===== config.mk =====
export PLATFORM = sky130hd
export DESIGN_NAME = volume_level_tracker_motor_drive
export DESIGN_NICKNAME = d
export VERILOG_FILES = /design/src/rtl/vltmd_pkg.sv /design/src/rtl/vltmd_cfg.sv /design/src/rtl/vltmd_front.sv /design/src/rtl/vltmd_queue.sv /design/src/rtl/vltmd_back.sv /design/src/rtl/volume_level_tracker_motor_drive.sv
export VERILOG_INCLUDE_DIRS = /design/src /design/src/rtl
export SDC_FILE = /design/constraint.sdc
export NUM_CORES = 2
export LEC_CHECK = 0
export ABC_AREA = 1
export BUFFER_PORTS_ARGS = -buffer_cell sky130_fd_sc_hd__buf_4
export CORE_UTILIZATION = 35
export CTS_CLUSTER_DIAMETER = 80
export DETAILED_ROUTE_END_ITERATION = 8
export HOLD_SLACK_MARGIN = 0.15
export SYNTH_ARGS = -nofsm -noshare
export SYNTH_HDL_FRONTEND = slang
export SYNTH_SLANG_ARGS = --single-unit

===== constraint.sdc =====
create_clock -name clk -period 6 [get_ports clk]
set_clock_uncertainty 0.1 [all_clocks]
set_input_delay 1.5 -clock clk [delete_from_list [all_inputs] [get_ports clk]]
set_output_delay 1.5 -clock clk [all_outputs]
set_load 0.005 [all_outputs]

===== src/rtl/volume_level_tracker_motor_drive_assert.svh =====
`ifndef VOLUME_LEVEL_TRACKER_MOTOR_DRIVE_ASSERT_SVH
`define VOLUME_LEVEL_TRACKER_MOTOR_DRIVE_ASSERT_SVH

// Same-cycle implication, sampled on clk and disabled during reset.
`define VLTMD_ASSERT_NOW(label, ante, cons, msg) \
  label: assert property (@(posedge clk) disable iff (!rst_n) (ante) |-> (cons)) \
    else $error(msg);

// Next-cycle implication, sampled on clk and disabled during reset.
`define VLTMD_ASSERT_NEXT(label, ante, cons, msg) \
  label: assert property (@(posedge clk) disable iff (!rst_n) (ante) |=> (cons)) \
    else $error(msg);

`endif


===== src/rtl/vltmd_pkg.sv =====
package vltmd_pkg;

  localparam int NUM_LEVELS = 40;
  localparam int ADC_BITS   = 10;
  localparam int STEP_W     = 10;
  localparam int HYST_W     = 9;
  localparam int LEVEL_W    = 6;
  localparam int TARGET_W   = 8;

  localparam int MUL_W = $clog2(NUM_LEVELS) + STEP_W + 1;
  localparam int SMP_W = ADC_BITS + 1;
  localparam int BND_W = (MUL_W > SMP_W) ? MUL_W : SMP_W;

  localparam int QDEPTH = 2;
  localparam int QCNT_W = $clog2(QDEPTH + 1);
  localparam int QPTR_W = (QDEPTH > 1) ? $clog2(QDEPTH) : 1;

  localparam int APB_ADDR_W = 3;
  localparam int APB_DATA_W = 32;

  localparam logic [STEP_W-1:0]   RESET_STEP   = STEP_W'(24);
  localparam logic [HYST_W-1:0]   RESET_HYST   = HYST_W'(10);
  localparam logic [TARGET_W-1:0] RESET_TARGET = TARGET_W'(20);

  typedef enum logic [0:0] {
    REG_STEP = 1'b0,
    REG_HYST = 1'b1
  } reg_idx_t;

  typedef enum logic [1:0] {
    FUNC_ADC  = 2'd0,
    FUNC_UP   = 2'd1,
    FUNC_DOWN = 2'd2,
    FUNC_NONE = 2'd3
  } func_t;

  typedef enum logic [1:0] {
    DIR_STOP  = 2'd0,
    DIR_LOWER = 2'd1,
    DIR_RAISE = 2'd2
  } dir_t;

  typedef logic [BND_W-1:0] bnd_t;

  typedef struct packed {
    logic [HYST_W-1:0]         hyst;
    bnd_t [NUM_LEVELS-1:1]     lo;
    bnd_t [NUM_LEVELS-1:0]     hi;
  } cfg_t;

  typedef struct packed {
    func_t               func;
    logic                hit;
    logic [LEVEL_W-1:0]  lvl;
  } op_t;

  typedef struct packed {
    logic [QCNT_W-1:0] count;
    logic              empty;
    logic              full;
  } q_stat_t;

endpackage


===== src/rtl/vltmd_cfg.sv =====
module vltmd_cfg (
  input  logic                               clk,
  input  logic                               rst_n,
  input  logic                               psel,
  input  logic                               penable,
  input  logic                               pwrite,
  input  logic [vltmd_pkg::APB_ADDR_W-1:0]   paddr,
  input  logic [vltmd_pkg::APB_DATA_W-1:0]   pwdata,
  output logic [vltmd_pkg::APB_DATA_W-1:0]   prdata,
  output logic                               pready,
  output vltmd_pkg::cfg_t                    cfg
);

  logic [vltmd_pkg::STEP_W-1:0] step_r, step_nxt;
  logic [vltmd_pkg::HYST_W-1:0] hyst_r, hyst_nxt;
  vltmd_pkg::bnd_t [vltmd_pkg::NUM_LEVELS-1:1] lo_r, lo_nxt;
  vltmd_pkg::bnd_t [vltmd_pkg::NUM_LEVELS-1:0] hi_r, hi_nxt;
  vltmd_pkg::reg_idx_t idx;
  logic wr_en;

  assign pready = 1'b1;
  assign idx    = vltmd_pkg::reg_idx_t'(paddr[2]);
  assign wr_en  = psel && penable && pwrite && pready;

  always_comb begin
    step_nxt = step_r;
    hyst_nxt = hyst_r;
    if (wr_en) begin
      case (idx)
        vltmd_pkg::REG_STEP: step_nxt = pwdata[vltmd_pkg::STEP_W-1:0];
        vltmd_pkg::REG_HYST: hyst_nxt = pwdata[vltmd_pkg::HYST_W-1:0];
        default: ;
      endcase
    end
  end

  always_comb begin
    case (idx)
      vltmd_pkg::REG_STEP: prdata = vltmd_pkg::APB_DATA_W'(step_r);
      vltmd_pkg::REG_HYST: prdata = vltmd_pkg::APB_DATA_W'(hyst_r);
      default:             prdata = '0;
    endcase
  end

  // Window bounds: level i >= 1 spans (i*step + hyst, (i+1)*step - hyst); level 0 spans all below step - hyst.
  always_comb begin
    for (int i = 0; i < vltmd_pkg::NUM_LEVELS; i++) begin
      hi_nxt[i] = vltmd_pkg::BND_W'(step_r) * vltmd_pkg::BND_W'(i + 1);
    end
    for (int i = 1; i < vltmd_pkg::NUM_LEVELS; i++) begin
      lo_nxt[i] = vltmd_pkg::BND_W'(step_r) * vltmd_pkg::BND_W'(i)
                + vltmd_pkg::BND_W'(hyst_r);
    end
  end

  always_ff @(posedge clk) begin
    if (!rst_n) begin
      step_r <= vltmd_pkg::RESET_STEP;
      hyst_r <= vltmd_pkg::RESET_HYST;
    end else begin
      step_r <= step_nxt;
      hyst_r <= hyst_nxt;
    end
  end

  always_ff @(posedge clk) begin
    lo_r <= lo_nxt;
    hi_r <= hi_nxt;
  end

  assign cfg.hyst = hyst_r;
  assign cfg.lo   = lo_r;
  assign cfg.hi   = hi_r;

endmodule


===== src/rtl/vltmd_front.sv =====
module vltmd_front (
  input  logic                              clk,
  input  logic                              rst_n,
  input  logic                              in_valid,
  output logic                              in_ready,
  input  logic [1:0]                        in_func,
  input  logic [vltmd_pkg::ADC_BITS-1:0]    in_adc_value,
  input  vltmd_pkg::cfg_t                   cfg,
  input  vltmd_pkg::q_stat_t                q_stat,
  output logic                              push,
  output vltmd_pkg::op_t                    push_op
);

  logic                            s1_valid_r, s1_valid_nxt;
  logic [1:0]                      s1_func_r;
  logic [vltmd_pkg::ADC_BITS-1:0]  s1_adc_r;
  vltmd_pkg::bnd_t                 smp;
  vltmd_pkg::bnd_t                 smp_h;
  logic                            hit;
  logic [vltmd_pkg::LEVEL_W-1:0]   lvl;

  assign in_ready = !s1_valid_r || !q_stat.full;
  assign push     = s1_valid_r && !q_stat.full;

  always_comb begin
    s1_valid_nxt = s1_valid_r;
    if (in_valid && in_ready) begin
      s1_valid_nxt = 1'b1;
    end else if (push) begin
      s1_valid_nxt = 1'b0;
    end
  end

  always_ff @(posedge clk) begin
    if (!rst_n) begin
      s1_valid_r <= 1'b0;
    end else begin
      s1_valid_r <= s1_valid_nxt;
    end
  end

  always_ff @(posedge clk) begin
    if (in_valid && in_ready) begin
      s1_func_r <= in_func;
      s1_adc_r  <= in_adc_value;
    end
  end

  // The lowest matching window wins; the zero band beats every window.
  always_comb begin
    smp   = vltmd_pkg::BND_W'(s1_adc_r);
    smp_h = vltmd_pkg::BND_W'(s1_adc_r) + vltmd_pkg::BND_W'(cfg.hyst);
    hit   = 1'b0;
    lvl   = '0;
    for (int i = vltmd_pkg::NUM_LEVELS - 1; i >= 1; i--) begin
      if ((smp > cfg.lo[i]) && (smp_h < cfg.hi[i])) begin
        hit = 1'b1;
        lvl = vltmd_pkg::LEVEL_W'(i);
      end
    end
    if (smp_h < cfg.hi[0]) begin
      hit = 1'b1;
      lvl = '0;
    end
  end

  assign push_op.func = vltmd_pkg::func_t'(s1_func_r);
  assign push_op.hit  = hit;
  assign push_op.lvl  = lvl;

endmodule


===== src/rtl/vltmd_queue.sv =====
module vltmd_queue (
  input  logic                 clk,
  input  logic                 rst_n,
  input  logic                 push,
  input  vltmd_pkg::op_t       push_op,
  input  logic                 pop,
  output vltmd_pkg::op_t       pop_op,
  output vltmd_pkg::q_stat_t   stat
);

  vltmd_pkg::op_t                  slot_r [vltmd_pkg::QDEPTH];
  logic [vltmd_pkg::QPTR_W-1:0]    wr_ptr_r, wr_ptr_nxt;
  logic [vltmd_pkg::QPTR_W-1:0]    rd_ptr_r, rd_ptr_nxt;
  logic [vltmd_pkg::QCNT_W-1:0]    count_r, count_nxt;
  logic                            do_push;
  logic                            do_pop;

  assign stat.count = count_r;
  assign stat.empty = (count_r == '0);
  assign stat.full  = (count_r == vltmd_pkg::QCNT_W'(vltmd_pkg::QDEPTH));
  assign do_push    = push && !stat.full;
  assign do_pop     = pop && !stat.empty;
  assign pop_op     = slot_r[rd_ptr_r];

  always_comb begin
    wr_ptr_nxt = wr_ptr_r;
    rd_ptr_nxt = rd_ptr_r;
    count_nxt  = count_r;
    if (do_push) begin
      wr_ptr_nxt = (wr_ptr_r == vltmd_pkg::QPTR_W'(vltmd_pkg::QDEPTH - 1)) ?
                   '0 : wr_ptr_r + 1'b1;
    end
    if (do_pop) begin
      rd_ptr_nxt = (rd_ptr_r == vltmd_pkg::QPTR_W'(vltmd_pkg::QDEPTH - 1)) ?
                   '0 : rd_ptr_r + 1'b1;
    end
    if (do_push && !do_pop) begin
      count_nxt = count_r + 1'b1;
    end else if (do_pop && !do_push) begin
      count_nxt = count_r - 1'b1;
    end
  end

  always_ff @(posedge clk) begin
    if (!rst_n) begin
      wr_ptr_r <= '0;
      rd_ptr_r <= '0;
      count_r  <= '0;
    end else begin
      wr_ptr_r <= wr_ptr_nxt;
      rd_ptr_r <= rd_ptr_nxt;
      count_r  <= count_nxt;
    end
  end

  always_ff @(posedge clk) begin
    if (do_push) begin
      slot_r[wr_ptr_r] <= push_op;
    end
  end

endmodule


===== src/rtl/vltmd_back.sv =====
module vltmd_back (
  input  logic                              clk,
  input  logic                              rst_n,
  input  vltmd_pkg::q_stat_t                q_stat,
  output logic                              pop,
  input  vltmd_pkg::op_t                    pop_op,
  output logic                              out_valid,
  input  logic                              out_ready,
  output logic [vltmd_pkg::LEVEL_W-1:0]     out_level,
  output logic [vltmd_pkg::TARGET_W-1:0]    out_target_level,
  output logic                              out_level_changed,
  output logic [1:0]                        out_motor_dir
);

  logic                             out_valid_r, out_valid_nxt;
  logic [vltmd_pkg::LEVEL_W-1:0]    level_r, level_nxt;
  logic [vltmd_pkg::TARGET_W-1:0]   target_r, target_nxt;
  logic                             changed_r, changed_nxt;
  vltmd_pkg::dir_t                  dir_r, dir_nxt;
  logic [vltmd_pkg::TARGET_W-1:0]   level_ext;

  assign pop = !q_stat.empty && (!out_valid_r || out_ready);

  always_comb begin
    level_nxt   = level_r;
    target_nxt  = target_r;
    changed_nxt = 1'b0;
    case (pop_op.func)
      vltmd_pkg::FUNC_ADC: begin
        level_nxt = pop_op.hit ? pop_op.lvl : level_r;
        if (vltmd_pkg::TARGET_W'(level_r) == target_r) begin
          target_nxt = vltmd_pkg::TARGET_W'(level_nxt);
        end
        changed_nxt = (level_nxt != level_r);
      end
      vltmd_pkg::FUNC_UP:   target_nxt = target_r + 1'b1;
      vltmd_pkg::FUNC_DOWN: target_nxt = target_r - 1'b1;
      default: ;
    endcase
    level_ext = vltmd_pkg::TARGET_W'(level_nxt);
    if (target_nxt == level_ext) begin
      dir_nxt = vltmd_pkg::DIR_STOP;
    end else if (target_nxt < level_ext) begin
      dir_nxt = vltmd_pkg::DIR_LOWER;
    end else begin
      dir_nxt = vltmd_pkg::DIR_RAISE;
    end
  end

  always_comb begin
    out_valid_nxt = out_valid_r;
    if (pop) begin
      out_valid_nxt = 1'b1;
    end else if (out_ready) begin
      out_valid_nxt = 1'b0;
    end
  end

  always_ff @(posedge clk) begin
    if (!rst_n) begin
      out_valid_r <= 1'b0;
      level_r     <= '0;
      target_r    <= vltmd_pkg::RESET_TARGET;
    end else begin
      out_valid_r <= out_valid_nxt;
      if (pop) begin
        level_r  <= level_nxt;
        target_r <= target_nxt;
      end
    end
  end

  always_ff @(posedge clk) begin
    if (pop) begin
      changed_r <= changed_nxt;
      dir_r     <= dir_nxt;
    end
  end

  assign out_valid         = out_valid_r;
  assign out_level         = level_r;
  assign out_target_level  = target_r;
  assign out_level_changed = changed_r;
  assign out_motor_dir     = dir_r;

endmodule


===== src/rtl/volume_level_tracker_motor_drive.sv =====
// Level tracker and motor drive for a motorised volume control.
// The in_ channel takes one beat per item: in_func selects an adc sample,
// a target step up, a target step down or no command, and in_adc_value
// carries the sample. The out_ channel returns one beat per item with the
// level, the target, the level-changed flag and the motor direction.
// The user writes step size and hysteresis over the APB port while idle;
// the block does not enforce this. A result beat moves from the input
// register via a queue slot to the output registers; one item per cycle is
// sustained while out_ready stays high: level windows are checked by one
// bank of parallel comparators against registered window bounds, and the
// level and target update is a single step. A two-entry queue sits between
// classification and the state update, so the input side keeps accepting
// beats while a result waits; when the receiver stalls, the queue fills and in_ready then drops.
// Synchronous reset sets level 0, target 20, step 24 and hysteresis 10,
// and empties the pipeline.
module volume_level_tracker_motor_drive (
  input  logic                               clk,
  input  logic                               rst_n,
  input  logic                               in_valid,
  output logic                               in_ready,
  input  logic [1:0]                         in_func,
  input  logic [vltmd_pkg::ADC_BITS-1:0]     in_adc_value,
  output logic                               out_valid,
  input  logic                               out_ready,
  output logic [vltmd_pkg::LEVEL_W-1:0]      out_level,
  output logic [vltmd_pkg::TARGET_W-1:0]     out_target_level,
  output logic                               out_level_changed,
  output logic [1:0]                         out_motor_dir,
  input  logic                               psel,
  input  logic                               penable,
  input  logic                               pwrite,
  input  logic [vltmd_pkg::APB_ADDR_W-1:0]   paddr,
  input  logic [vltmd_pkg::APB_DATA_W-1:0]   pwdata,
  output logic [vltmd_pkg::APB_DATA_W-1:0]   prdata,
  output logic                               pready
);

`include "volume_level_tracker_motor_drive_assert.svh"

  vltmd_pkg::cfg_t     cfg;
  vltmd_pkg::q_stat_t  q_stat;
  vltmd_pkg::op_t      push_op;
  vltmd_pkg::op_t      pop_op;
  logic                push;
  logic                pop;

  vltmd_cfg u_cfg (
    .clk     (clk),
    .rst_n   (rst_n),
    .psel    (psel),
    .penable (penable),
    .pwrite  (pwrite),
    .paddr   (paddr),
    .pwdata  (pwdata),
    .prdata  (prdata),
    .pready  (pready),
    .cfg     (cfg)
  );

  vltmd_front u_front (
    .clk          (clk),
    .rst_n        (rst_n),
    .in_valid     (in_valid),
    .in_ready     (in_ready),
    .in_func      (in_func),
    .in_adc_value (in_adc_value),
    .cfg          (cfg),
    .q_stat       (q_stat),
    .push         (push),
    .push_op      (push_op)
  );

  vltmd_queue u_queue (
    .clk     (clk),
    .rst_n   (rst_n),
    .push    (push),
    .push_op (push_op),
    .pop     (pop),
    .pop_op  (pop_op),
    .stat    (q_stat)
  );

  vltmd_back u_back (
    .clk               (clk),
    .rst_n             (rst_n),
    .q_stat            (q_stat),
    .pop               (pop),
    .pop_op            (pop_op),
    .out_valid         (out_valid),
    .out_ready         (out_ready),
    .out_level         (out_level),
    .out_target_level  (out_target_level),
    .out_level_changed (out_level_changed),
    .out_motor_dir     (out_motor_dir)
  );

  `VLTMD_ASSERT_NOW(a_dir_stop_match, out_valid, ((out_motor_dir == vltmd_pkg::DIR_STOP) == (out_target_level == vltmd_pkg::TARGET_W'(out_level))), "motor direction disagrees with level and target")
  `VLTMD_ASSERT_NOW(a_level_range, out_valid, (out_level < vltmd_pkg::LEVEL_W'(vltmd_pkg::NUM_LEVELS)), "level out of range")
  `VLTMD_ASSERT_NEXT(a_drain, (out_valid && out_ready && !q_stat.empty), out_valid, "queued beat not moved to the output")
  `VLTMD_ASSERT_NOW(a_queue_bound, 1'b1, (q_stat.count <= vltmd_pkg::QCNT_W'(vltmd_pkg::QDEPTH)), "queue overfilled")

endmodule


==> flow_metrics.py <==
metrics = {
    "hold_path": {
        "hold_class": "reg2reg",
        "holdCritStartpoint": "u_queue.rd_ptr_r",
        "min_path_cells": 1,
    },
    "drt": {
        "vias_per_cell": 5.055,
        "drtIter0Drc": 3483,
        "wirelength_um": 195800,
        "via_count": 46670,
        "drc": 0,
        "drtPass1Iterations": 5,
        "wl_per_cell_um": 21.20,
        "ant_nets": 0,
    },
    "layout": {
        "fill_cells": 15990,
        "nets": 8322,
        "drive_gt1_share_pct": 6.931,
        "final_util_pct": 40.20,
        "postLayoutCellArea_mm2": 0.06389,
        "area_delta_synth_final_pct": 13.63,
        "final_cell_mix": "inv_1 (1,362), ha_1 (1,043), dfxtp_1 (722), nand2_1 (680), a21oi_1 (652)",
        "final_common_cell": "inv_1",
    },
    "floorplan": {
        "chipHeight_um": 402.8,
        "io_pins": 106,
        "die_w_um": 402.8,
        "core_mm2": 0.1589,
        "rows": 146,
        "initial_core_util_pct": 35.38,
        "die_area_mm2": 0.1623,
    },
    "sta": {
        "max_slew.worst_pin.slew_ps": 1273,
        "relSlewSlack_pct": 14.38,
        "slew_violations": 0,
        "setup_violations": 0,
        "final.min_clock_period_ps": 5878,
        "max_freq_ghz": 0.1701,
        "setup_ws_ps": 122.1,
        "hold_violations": 0,
        "min_period_over_period_pct": 97.97,
        "rsz0062_at_grt": "yes",
    },
    "critical_path": {
        "worstSetupPathType": "reg2reg",
        "worstReg2RegEnd": "u_queue.slot_r[1][0]",
        "cpMostUsedCell": "nand2_1",
        "r2r_start": "u_front.s1_adc_r[0]",
        "cp.arrival_ps": 6330,
        "slowest_delay_ps": 410,
        "endpoint_kind": "flip-flop",
        "required_ps": 6450,
        "ff2ff_setup_slack_ps": 120,
        "cp_max_fo": 16,
        "rr_worst_depth": 38,
        "cp-start-kind": "flip-flop",
        "cpMaxStageDelayCell": "nor2_1",
    },
    "clock_network": {
        "cts_made_buffers": 92,
        "clock-sinks": 768,
        "htreeDepth": 3,
        "clk_pin_slew_ps": 60,
        "cts_tree": "built",
        "postCtsHoldBufs": 0,
        "clk_latency_ps": 730,
        "clk_path_buf_depth": 3,
        "cts_root_buf": "clkbuf_16",
    },
    "power": {
        "leakagePower_nw": 33.33,
        "p_sw_mw": 8.933,
        "clockPowerShare_pct": 27.0,
        "seqPwrFrac_pct": 29.8,
        "peakVddDrop_uv": 223.5,
        "powerDensity_mw_per_mm2": 345.8,
        "switching_share_pct": 40.43,
        "fin_total_pwr_mw": 22.09,
        "combPwrFrac_pct": 43.2,
        "p_int_mw": 13.16,
    },
    "job": {
        "cap_violations": 0,
    },
    "global_routing": {
        "antenna_found_initial": 16,
        "grt_usage_pct": 23.83,
        "grt_first_pass_wirelength_um": 286000,
        "grt_max_degree": 42,
        "first_global_vias": 45030,
        "overflow": 0,
    },
    "yosys": {
        "ys.warnings.count": 0,
        "synth-seq-cells": 768,
        "netlist_instances": 6774,
        "synth_flop_cell": "dfxtp_1",
        "synth_area_mm2": 0.05623,
        "synth-edff-count": 33,
        "async_reset_ff_share_pct": 0,
        "seq_area_frac_synth_pct": 27.93,
        "syn_area_per_cell_um2": 8.301,
        "ys_types": 72,
    },
    "placement": {
        "place_area_mm2": 0.06053,
        "dpl.hpwl_um": 155300,
        "io_buffer_count": 58,
        "post-place-ws_ps": 41.96,
        "gp_congestion": 0.9788,
    },
    "outcome": {
        "status": "finished clean",
    },
}
per-layer routing:
| metal | global-route usage [%] | wire, um | vias to the layer above |
|---|---|---|---|
| met5 | 0 | 43 | - |
| met3 | 3.628 | 13580 | 375 |
| met1 | 31.20 | 85530 | 21960 |
| met2 | 38.03 | 86380 | 1483 |
| met4 | 11.87 | 10220 | 6 |
| li1 | - | - | 22850 |
sequential cells by signal, summed over array words and instances, names as in the netlist, named ones only:
| register | flops |
|---|---|
| u_back.out_motor_dir | 2 |
| u_back.out_valid | 1 |
| u_queue.rd_ptr_r | 1 |
| u_back.out_level | 6 |
| u_queue.slot_r | 18 |
| u_cfg.cfg | 695 |
| u_back.out_target_level | 8 |
| u_front.s1_adc_r | 10 |
| u_cfg.step_r | 10 |
| u_front.s1_func_r | 2 |
| u_queue.count_r | 2 |
| u_back.out_level_changed | 1 |
| u_queue.wr_ptr_r | 1 |
| u_cfg.hyst_r | 9 |
| u_front.s1_valid_r | 1 |
cell type report:
| cell class | instances | area, um^2 | share of cell area [%] |
|---|---|---|---|
| multi-input combinational | 4605 | 35360 | 55.34 |
| antenna | 4 | 10.01 | 0.01567 |
| timing repair buffer | 232 | 1844 | 2.887 |
| clock buffer | 118 | 2592 | 4.058 |
| inverter | 1383 | 5191 | 8.125 |
| clock inverter | 50 | 583.1 | 0.9126 |
| tap | 2072 | 2592 | 4.058 |
| sequential | 768 | 15720 | 24.61 |
power groups by stage:
stage                     registers [mW]  clock network (mW)  logic [mW]
after global routing                6.67                6.24        10.7
final                               6.58                5.96        9.54
after global placement              6.68                   0        9.06
after CTS                           6.58                6.05        9.36
after detailed placement            6.69                   0        9.28
after floorplan                     6.58                   0        6.31
metrics by stage:
stage	setup TNS, ps	hold WS (ps)	std cells
floorplan	0	280.8	6800
global placement	-14.59	334.2	9055
detailed placement	0	344.6	9055
CTS	0	357.6	9223
global route	-165.5	381.8	9228
finish	0	355.5	9232
worst max-delay path by stage:
stage / startpoint / endpoint / slack, ps / depth (start not counted)
2_1_floorplan: u_cfg.hyst_r[4] / u_queue.slot_r[0][0] / 130 / 43
3_5_place_dp: u_front.s1_adc_r[0] / u_queue.slot_r[0][0] / 40 / 46
3_3_place_gp: u_front.s1_adc_r[0] / u_queue.slot_r[0][0] / -7 / 46
5_1_grt: u_front.s1_adc_r[0] / u_queue.slot_r[1][0] / -80 / 49
6_report: u_front.s1_adc_r[0] / u_queue.slot_r[1][0] / 120 / 38
4_1_cts: u_front.s1_adc_r[0] / u_queue.slot_r[1][0] / 30 / 43
synth_stat cells, types with 17 or more instances:
| master | count | area [um^2] |
|---|---|---|
| o221ai_1 | 17 | 148.9 |
| xor2_1 | 486 | 4257 |
| a21o_1 | 51 | 382.9 |
| clkbuf_1 | 19 | 71.32 |
| o21bai_1 | 158 | 1186 |
| o21a_1 | 21 | 157.7 |
| nand2_1 | 689 | 2586 |
| a211oi_1 | 25 | 187.7 |
| fa_1 | 140 | 2803 |
| o21ai_1 | 35 | 175.2 |
| a21oi_1 | 658 | 3293 |
| buf_4 | 23 | 172.7 |
| o211ai_1 | 29 | 217.7 |
| nand3_1 | 165 | 825.8 |
| nor4_1 | 34 | 212.7 |
| xnor2_1 | 85 | 744.5 |
| ha_1 | 1046 | 13090 |
| dfxtp_1 | 735 | 14710 |
| inv_1 | 1366 | 5127 |
| nor3_1 | 92 | 460.4 |
| o21ai_0 | 191 | 955.9 |
| nor2_1 | 408 | 1531 |
| edfxtp_1 | 33 | 991.0 |
| nand4_1 | 70 | 437.9 |
cell families after synthesis:
group	synth area share, %
simple gates	11.83
buf+inv	9.693
flops	27.93
fa+ha+maj	28.26
xor+xnor	8.894
other cells	0.01336
compound gates	13.37
critical path: cells and delay by family (launching register included):
kind / cells / cell delay, ps
AO/OA/AOI/OAI: 10 / 1540
flip-flops: 1 / 400
XOR/XNOR: 1 / 150
AND/OR/NAND/NOR: 18 / 1500
adder cells (fa/ha/maj): 3 / 900
buffers and inverters: 6 / 1080
repair_timing:
item | CTS | global route
endpoints found under the setup margin | 2 | 14
resized for setup | 2 | 34
pin swaps | 0 | 20
buffers inserted | 0 | 5
No activity file was read; power rests on OpenSTA's default activity.
